**src/hdl/mafrm_pkg.sv**
```systemverilog
`default_nettype none

package mafrm_pkg;

    // field widths
    localparam int STAMP_W = 32;
    localparam int FPS_W   = 24;
    localparam int TIME_W  = 32;

    // saturation limits
    localparam logic [FPS_W-1:0]  C_FPS_MAX  = {FPS_W{1'b1}};
    localparam logic [TIME_W-1:0] C_TIME_MAX = {TIME_W{1'b1}};

    // item kind carried on the input tuser
    typedef enum logic {
        MODE_START = 1'b0,
        MODE_FRAME = 1'b1
    } t_mode;

    // divider status towards its user
    typedef struct packed {
        logic busy;
        logic done;
    } t_div_stat;

endpackage

`default_nettype wire

```
**src/hdl/mafrm_ring.sv**
```systemverilog
`default_nettype none

module mafrm_ring #(
    parameter int DEPTH = 16,
    parameter int WIDTH = 32,
    localparam int AW = (DEPTH > 1) ? $clog2(DEPTH) : 1
) (
    input  wire logic             i_clk,
    input  wire logic             i_we,
    input  wire logic [AW-1:0]    i_waddr,
    input  wire logic [WIDTH-1:0] i_wdata,
    input  wire logic [AW-1:0]    i_raddr,
    output logic      [WIDTH-1:0] o_rdata
);

    logic [WIDTH-1:0] r_mem [DEPTH];
    logic [WIDTH-1:0] r_rdata;

    always_ff @(posedge i_clk) begin
        if (i_we) begin
            r_mem[i_waddr] <= i_wdata;
        end
        r_rdata <= r_mem[i_raddr];
    end

    assign o_rdata = r_rdata;

endmodule

`default_nettype wire

```
**src/hdl/mafrm_div.sv**
```systemverilog
`default_nettype none

module mafrm_div
    import mafrm_pkg::*;
#(
    parameter int DVD_W = 46,
    parameter int DVS_W = 36
) (
    input  wire logic             i_clk,
    input  wire logic             i_rst_n,
    input  wire logic             i_start,
    input  wire logic [DVD_W-1:0] i_dividend,
    input  wire logic [DVS_W-1:0] i_divisor,
    output t_div_stat             o_stat,
    output logic      [DVD_W-1:0] o_quotient
);

    localparam int CW = $clog2(DVD_W + 1);

    logic             r_busy;
    logic             r_done;
    logic [CW-1:0]    r_cnt;
    logic [DVD_W-1:0] r_dvd;
    logic [DVS_W-1:0] r_dvs;
    logic [DVS_W-1:0] r_rem;

    logic [DVS_W:0]   rem_sh;
    logic [DVS_W:0]   dvs_ext;
    logic [DVS_W:0]   rem_sub;
    logic             ge;

    // restoring division, one quotient bit per cycle
    assign rem_sh  = {r_rem, r_dvd[DVD_W-1]};
    assign dvs_ext = {1'b0, r_dvs};
    assign rem_sub = rem_sh - dvs_ext;
    assign ge      = (rem_sh >= dvs_ext);

    always_ff @(posedge i_clk) begin
        if (!i_rst_n) begin
            r_busy <= 1'b0;
            r_done <= 1'b0;
            r_cnt  <= '0;
        end else begin
            // one-cycle pulse after the last quotient bit
            r_done <= r_busy && (r_cnt == CW'(1));
            if (i_start && !r_busy) begin
                r_busy <= 1'b1;
                r_cnt  <= CW'(DVD_W);
                r_dvd  <= i_dividend;
                r_dvs  <= i_divisor;
                r_rem  <= '0;
            end else if (r_busy) begin
                r_dvd <= {r_dvd[DVD_W-2:0], ge};
                r_rem <= ge ? rem_sub[DVS_W-1:0] : rem_sh[DVS_W-1:0];
                r_cnt <= r_cnt - CW'(1);
                if (r_cnt == CW'(1)) begin
                    r_busy <= 1'b0;
                end
            end
        end
    end

    assign o_stat.busy = r_busy;
    assign o_stat.done = r_done;
    assign o_quotient  = r_dvd;

endmodule

`default_nettype wire

```
**src/hdl/moving_average_frame_rate_meter_core.sv**
```systemverilog
// Moving-average frame-rate meter. Feed one item per event on the s_ stream:
// tuser low marks a start item, which clears the interval history and frame
// count and records its millisecond timestamp, giving no result; tuser high
// marks a frame item, which stores the interval since the previous timestamp
// (modulo 2^32) in a ring of the last WINDOW_FRAMES intervals and returns one
// item on the m_ stream with the frame rate in unsigned Q.8 frames per second
// and the mean frame time in microseconds, both truncated and saturating,
// averaged over the frames seen since the last start (at most WINDOW_FRAMES).
// A zero interval sum raises the infinite flag with fps at full scale and the
// frame time zero. How long a frame item takes is set by the shared
// one-bit-per-cycle divider (DVD_W = 42+clog2(WINDOW_FRAMES) dividend bits),
// which runs once for the rate and once for the frame time; a zero sum skips
// it. The interval ring is one synchronous RAM read and written once per
// frame item. A finished result waits in the output register while the next
// item is taken.
`default_nettype none

module moving_average_frame_rate_meter_core
    import mafrm_pkg::*;
#(
    parameter int WINDOW_FRAMES = 16
) (
    input  wire logic        i_clk,
    input  wire logic        i_rst_n,
    // input items
    input  wire logic        s_tvalid,
    output logic             s_tready,
    input  wire logic [31:0] s_tdata,   // [31:0] timestamp_ms
    input  wire logic        s_tuser,   // [0] mode
    // result items
    output logic             m_tvalid,
    input  wire logic        m_tready,
    output logic      [55:0] m_tdata,   // [23:0] fps_q8, [55:24] frame_time_us
    output logic             m_tuser    // [0] fps_infinite
);

    // ring index, frame count and sum widths follow the window length
    localparam int AW         = (WINDOW_FRAMES > 1) ? $clog2(WINDOW_FRAMES) : 1;
    localparam int CNT_W      = $clog2(WINDOW_FRAMES + 1);
    localparam int SUM_W      = STAMP_W + $clog2(WINDOW_FRAMES);
    localparam int FPS_DVD_W  = CNT_W + 18;
    localparam int TIME_DVD_W = SUM_W + 10;
    localparam int DVD_W      = (FPS_DVD_W > TIME_DVD_W) ? FPS_DVD_W : TIME_DVD_W;

    typedef enum logic [2:0] {
        S_IDLE,
        S_UPDATE,
        S_FPS_GO,
        S_FPS_WAIT,
        S_TIME_WAIT,
        S_OUT
    } t_state;

    t_state               r_state;
    logic [STAMP_W-1:0]   r_last_stamp;
    logic [STAMP_W-1:0]   r_interval;
    logic [AW-1:0]        r_slot;
    logic [CNT_W-1:0]     r_seen;
    logic [SUM_W-1:0]     r_sum;
    logic [FPS_W-1:0]     r_fps;
    logic [TIME_W-1:0]    r_time;
    logic                 r_inf;
    logic                 r_m_tvalid;
    logic [FPS_W-1:0]     r_o_fps;
    logic [TIME_W-1:0]    r_o_time;
    logic                 r_o_inf;

    logic                 in_accept;
    logic [STAMP_W-1:0]   ring_rdata;
    logic [STAMP_W-1:0]   old_interval;
    logic [SUM_W-1:0]     n_sum;
    logic                 ring_we;
    logic                 window_full;

    logic [DVD_W-1:0]     cnt_ext;
    logic [DVD_W-1:0]     sum_ext;
    logic [DVD_W-1:0]     fps_dvd;
    logic [DVD_W-1:0]     time_dvd;
    logic [DVD_W-1:0]     div_dvd;
    logic [SUM_W-1:0]     div_dvs;
    logic                 div_start;
    t_div_stat            div_stat;
    logic [DVD_W-1:0]     div_quot;

    assign in_accept = s_tvalid && s_tready;
    assign s_tready  = (r_state == S_IDLE);

    // an entry counts only once the window has wrapped; before that the slot
    // being written was never filled since the last start and reads as zero
    assign window_full  = (r_seen == CNT_W'(WINDOW_FRAMES));
    assign old_interval = window_full ? ring_rdata : '0;
    assign n_sum        = r_sum - SUM_W'(old_interval) + SUM_W'(r_interval);
    assign ring_we      = (r_state == S_UPDATE);

    // read of the slot is issued while idle, data lands in the update cycle
    mafrm_ring #(
        .DEPTH (WINDOW_FRAMES),
        .WIDTH (STAMP_W)
    ) u_ring (
        .i_clk   (i_clk),
        .i_we    (ring_we),
        .i_waddr (r_slot),
        .i_wdata (r_interval),
        .i_raddr (r_slot),
        .o_rdata (ring_rdata)
    );

    // x*1000 as shifts and subtracts; fps dividend is count*1000*256
    assign cnt_ext  = DVD_W'(r_seen);
    assign sum_ext  = DVD_W'(r_sum);
    assign fps_dvd  = ((cnt_ext << 10) - (cnt_ext << 4) - (cnt_ext << 3)) << 8;
    assign time_dvd = (sum_ext << 10) - (sum_ext << 4) - (sum_ext << 3);

    // first pass: rate = count*256000 / sum, second pass: time = sum*1000 / count
    assign div_dvd   = (r_state == S_FPS_GO) ? fps_dvd : time_dvd;
    assign div_dvs   = (r_state == S_FPS_GO) ? r_sum : SUM_W'(r_seen);
    assign div_start = ((r_state == S_FPS_GO) && (r_sum != '0))
                    || ((r_state == S_FPS_WAIT) && div_stat.done);

    mafrm_div #(
        .DVD_W (DVD_W),
        .DVS_W (SUM_W)
    ) u_div (
        .i_clk      (i_clk),
        .i_rst_n    (i_rst_n),
        .i_start    (div_start),
        .i_dividend (div_dvd),
        .i_divisor  (div_dvs),
        .o_stat     (div_stat),
        .o_quotient (div_quot)
    );

    always_ff @(posedge i_clk) begin
        if (!i_rst_n) begin
            r_state      <= S_IDLE;
            r_last_stamp <= '0;
            r_slot       <= '0;
            r_seen       <= '0;
            r_sum        <= '0;
            r_m_tvalid   <= 1'b0;
        end else begin
            // the output state handles its own reload of the output register
            if (r_m_tvalid && m_tready && (r_state != S_OUT)) begin
                r_m_tvalid <= 1'b0;
            end
            case (r_state)
                S_IDLE: begin
                    if (in_accept) begin
                        r_last_stamp <= s_tdata;
                        if (t_mode'(s_tuser) == MODE_START) begin
                            r_slot <= '0;
                            r_seen <= '0;
                            r_sum  <= '0;
                        end else begin
                            r_interval <= s_tdata - r_last_stamp;
                            r_state    <= S_UPDATE;
                        end
                    end
                end
                S_UPDATE: begin
                    r_sum <= n_sum;
                    if (r_slot == AW'(WINDOW_FRAMES - 1)) begin
                        r_slot <= '0;
                    end else begin
                        r_slot <= r_slot + AW'(1);
                    end
                    if (!window_full) begin
                        r_seen <= r_seen + CNT_W'(1);
                    end
                    r_state <= S_FPS_GO;
                end
                S_FPS_GO: begin
                    if (r_sum == '0) begin
                        r_fps   <= C_FPS_MAX;
                        r_time  <= '0;
                        r_inf   <= 1'b1;
                        r_state <= S_OUT;
                    end else begin
                        r_inf   <= 1'b0;
                        r_state <= S_FPS_WAIT;
                    end
                end
                S_FPS_WAIT: begin
                    if (div_stat.done) begin
                        if (div_quot[DVD_W-1:FPS_W] != '0) begin
                            r_fps <= C_FPS_MAX;
                        end else begin
                            r_fps <= div_quot[FPS_W-1:0];
                        end
                        r_state <= S_TIME_WAIT;
                    end
                end
                S_TIME_WAIT: begin
                    if (div_stat.done) begin
                        if (div_quot[DVD_W-1:TIME_W] != '0) begin
                            r_time <= C_TIME_MAX;
                        end else begin
                            r_time <= div_quot[TIME_W-1:0];
                        end
                        r_state <= S_OUT;
                    end
                end
                S_OUT: begin
                    // output register free, or emptied in this cycle
                    if (!r_m_tvalid || m_tready) begin
                        r_o_fps    <= r_fps;
                        r_o_time   <= r_time;
                        r_o_inf    <= r_inf;
                        r_m_tvalid <= 1'b1;
                        r_state    <= S_IDLE;
                    end
                end
                default: begin
                    r_state <= S_IDLE;
                end
            endcase
        end
    end

    assign m_tvalid = r_m_tvalid;
    assign m_tdata  = {r_o_time, r_o_fps};
    assign m_tuser  = r_o_inf;

    // frame count never passes the window length
    a_seen_bound: assert property (@(posedge i_clk) disable iff (!i_rst_n)
        r_seen <= CNT_W'(WINDOW_FRAMES))
        else $error("frame count beyond window");

    // ring slot stays inside the window
    a_slot_bound: assert property (@(posedge i_clk) disable iff (!i_rst_n)
        r_slot <= AW'(WINDOW_FRAMES - 1))
        else $error("ring slot out of range");

    // divider only started when free
    a_div_free: assert property (@(posedge i_clk) disable iff (!i_rst_n)
        div_start |-> !div_stat.busy)
        else $error("divider started while busy");

    // infinite flag goes with full-scale rate and zero frame time
    a_inf_fields: assert property (@(posedge i_clk) disable iff (!i_rst_n)
        (m_tvalid && m_tuser) |-> (m_tdata[23:0] == C_FPS_MAX)
                                  && (m_tdata[55:24] == '0))
        else $error("infinite flag with inconsistent fields");

endmodule

`default_nettype wire
```
**config.mk**
```make
export PLATFORM = sky130hd
export DESIGN_NAME = moving_average_frame_rate_meter_core
export DESIGN_NICKNAME = d
export VERILOG_FILES = /design/src/hdl/mafrm_pkg.sv /design/src/hdl/mafrm_ring.sv /design/src/hdl/mafrm_div.sv /design/src/hdl/moving_average_frame_rate_meter_core.sv
export SDC_FILE = /design/constraint.sdc
export NUM_CORES = 1
export LEC_CHECK = 0
export BUFFER_PORTS_ARGS = -buffer_cell sky130_fd_sc_hd__buf_2
export CAP_MARGIN = 20
export CORE_MARGIN = 1
export CORE_UTILIZATION = 36
export CTS_CLUSTER_SIZE = 10
export DETAILED_ROUTE_END_ITERATION = 12
export PLACE_DENSITY = 0.6
export SETUP_SLACK_MARGIN = 0.1
export SYNTH_ARGS = -nofsm -noshare
export SYNTH_HDL_FRONTEND = slang
export SYNTH_SLANG_ARGS = --single-unit
```
**constraint.sdc**
```tcl
create_clock -name i_clk -period 9.6 [get_ports i_clk]
set_clock_uncertainty 0.05 [all_clocks]
set_input_delay 1.92 -clock i_clk [delete_from_list [all_inputs] [get_ports i_clk]]
set_output_delay 1.92 -clock i_clk [all_outputs]
set_load 0.01 [all_outputs]
```
==> qor.yml <==
status: "finished, final reports clean"
synth_edf_count: 776
nFillCells: 11360
num_vias: 26730
yosysTopAreaCellShare: 0.5299
async_reset_ff_frac: 0
drt_first_pass_iters: 6
drive_above_1_share: 0.1386
grt_max_degree: 103
regArea_um2: 25730
syn-instance-count: 3317
hp-class: "reg2reg"
clk_pin_slew_worst_paths_ns: 0.05
use_met2: 0.2707
maxSlewHeadroom: 0.2407
h-tree-depth: 3
die-area_um2: 123600
clock_latency_ns: 0.69
synth_area_leaders: "edfxtp_1, mux4_2, dfxtp_1"
num_rows: 127
syn_nets: 3597
fin_nets: 3690
grt_use_met3: 0.02874
postCtsSetupRepairBufs: 0
postRouteWirelength_um: 103900
worstMarginPinSlew_ns: 1.139
startpoint_type: "register"
synthFlopType: "edfxtp_1"
drtAntennaViolNets: 0
placeableCoreArea_um2: 120400
finalSetupViolCount: 0
gr-total-overflow: 0
cts_tree: "built"
critPathRequiredTime_ns: 10.11
diodes: 0
routedWlPerCell_um: 20.34
start_util: 0.3651
crit_type: "reg2reg"
gp_congestion: 0.8825
antenna_found_initial: 5
postCtsHoldBufs: 0
die_width_um: 351.5
dp_hpwl_um: 67830
rrSetupSlack_ns: 4.35
synth-seq-cells: 897
rsz0062_at_grt: "false"
yosysUniqueCellTypes: 86
cts_resized: 0
crit_path_max_fanout: 35
fin_crit_sh: 0.5472
min_period_ns: 5.253
grt_usage: 0.1687
final_cell_mix: "edfxtp_1, inv_1, nand2_1"
design.portCount: 96
grt_use_met1: 0.2367
syn2layout_area_growth_pct: 12.68
grt_pass1_wl_um: 159500
drc_errors: 0
grt_pass1_vias: 26370
cts-buffers-inserted: 103
dr.first_iter.drc_count: 2190
slew_viol_final: 0
multiInputGateArea_um2: 16900
cp_data_arrival_time_ns: 5.76
yosysTopAreaCell: "edfxtp_1"
yosysSeqAreaShare: 0.5850
die_h_um: 351.5
clock.fmax_mhz: 190.4
cp-end-kind: "register"
yosys_warnings: 0
fin_tns_setup_ns: 0
syn_area_per_cell_um2: 13.26
portBuffers: 95
final_hold_viol_count: 0
viasPerCell: 5.229
clkSinkCount: 897
cts_root_buf: "clkbuf_16"
grt.busiest_layer: "met2"
syn_area_um2: 43980
layout_commonest_cell: "edfxtp_1"
cts.path.max_buffers: 3
maxCapViolations: 0
[cells in the mapped netlist (all sizes together), types with 6 or more instances]
cell type  count
a211oi        18
a21boi         8
a21o          93
a21oi        219
a221oi         7
a22oi         16
a311oi         6
a31oi         20
and2          52
and3          22
and4          12
buf           44
clkbuf       106
dfxtp        121
edfxtp       776
fa            63
ha           180
inv          246
mux2i         18
mux4         160
nand2        228
nand2b        45
nand3         38
nand4         30
nor2         217
nor2b         48
nor3          50
nor4          13
o2111ai        6
o21a          56
o21ai        117
o21bai        17
o22ai         21
o31a           7
o31ai         18
o41ai          6
or2            7
or3            6
xnor2         88
xor2          37
[final timing paths]
check | cells after the start | startpoint | to
max | 18 | r_seen[0] | r_sum[31]
min | 0 | r_time[26] | r_o_time[26]
max reg2reg | 18 | r_seen[0] | r_sum[31]
min reg2reg | 0 | r_time[26] | r_o_time[26]
[metal layers]
layer | wire (um) | part of all wire
met5 | 0 | 0
met1 | 47180 | 0.45
met3 | 6136 | 0.059
met2 | 48500 | 0.47
met4 | 2122 | 0.020
[registers in the layout, indices dropped and copies added, names as in the netlist, 32 cells and up]
signal	cells
r_interval	32
r_last_stamp	32
r_o_time	32
r_sum	36
r_time	32
u_div.o_quotient	46
u_div.r_dvs	36
u_div.r_rem	36
u_ring.o_rdata	32
u_ring.r_mem	512
[critical path, cell delays in order, from the launching register on]
cell     delay [ns]
dfxtp_1        0.64
inv_1          0.23
ha_1           0.30
and3_1         0.21
ha_1           0.17
buf_4          0.25
and2_1         0.21
fa_1           0.47
inv_1          0.04
ha_1           0.33
and3_1         0.25
and2_1         0.18
a31oi_1        0.16
o41ai_1        0.57
a21oi_1        0.24
o21ai_1        0.35
a21oi_1        0.13
xnor2_1        0.14
a22o_1         0.20
[cell families after synthesis]
group,count (synthesis),synth area share
flops,897,0.5850
simple gates,786,0.08552
compound gates,689,0.1032
buf+inv,397,0.03497
fa+ha+maj,243,0.07989
mux,180,0.08655
xor+xnor,125,0.02489
[layout make-up]
type                    count  share of cell area
flip-flops and latches    897              0.5193
multi-input cells        2023              0.3410
clock buffers             183             0.06060
well taps                1612             0.04070
inverters                 247             0.01871
repair buffers            138             0.01661
clock inverters            11            0.003106
[metrics by stage]
step           cell area (um2)    util  hold slack, ns  std cells  worst slack, ns
3_3_place_gp             46380  0.3850          0.3523       4916            4.525
4_1_cts                  49540  0.4113          0.3676       5110            4.423
6_report                 49560  0.4114          0.3662       5111            4.347
3_5_place_dp             46380  0.3850          0.3545       4916            4.425
5_1_grt                  49560  0.4114          0.3684       5111            3.912
2_1_floorplan            43980       -          0.3503       3317            3.485
Power is not shown: default switching activity piles up to over one toggle a cycle in this logic, so the estimate is an artifact.
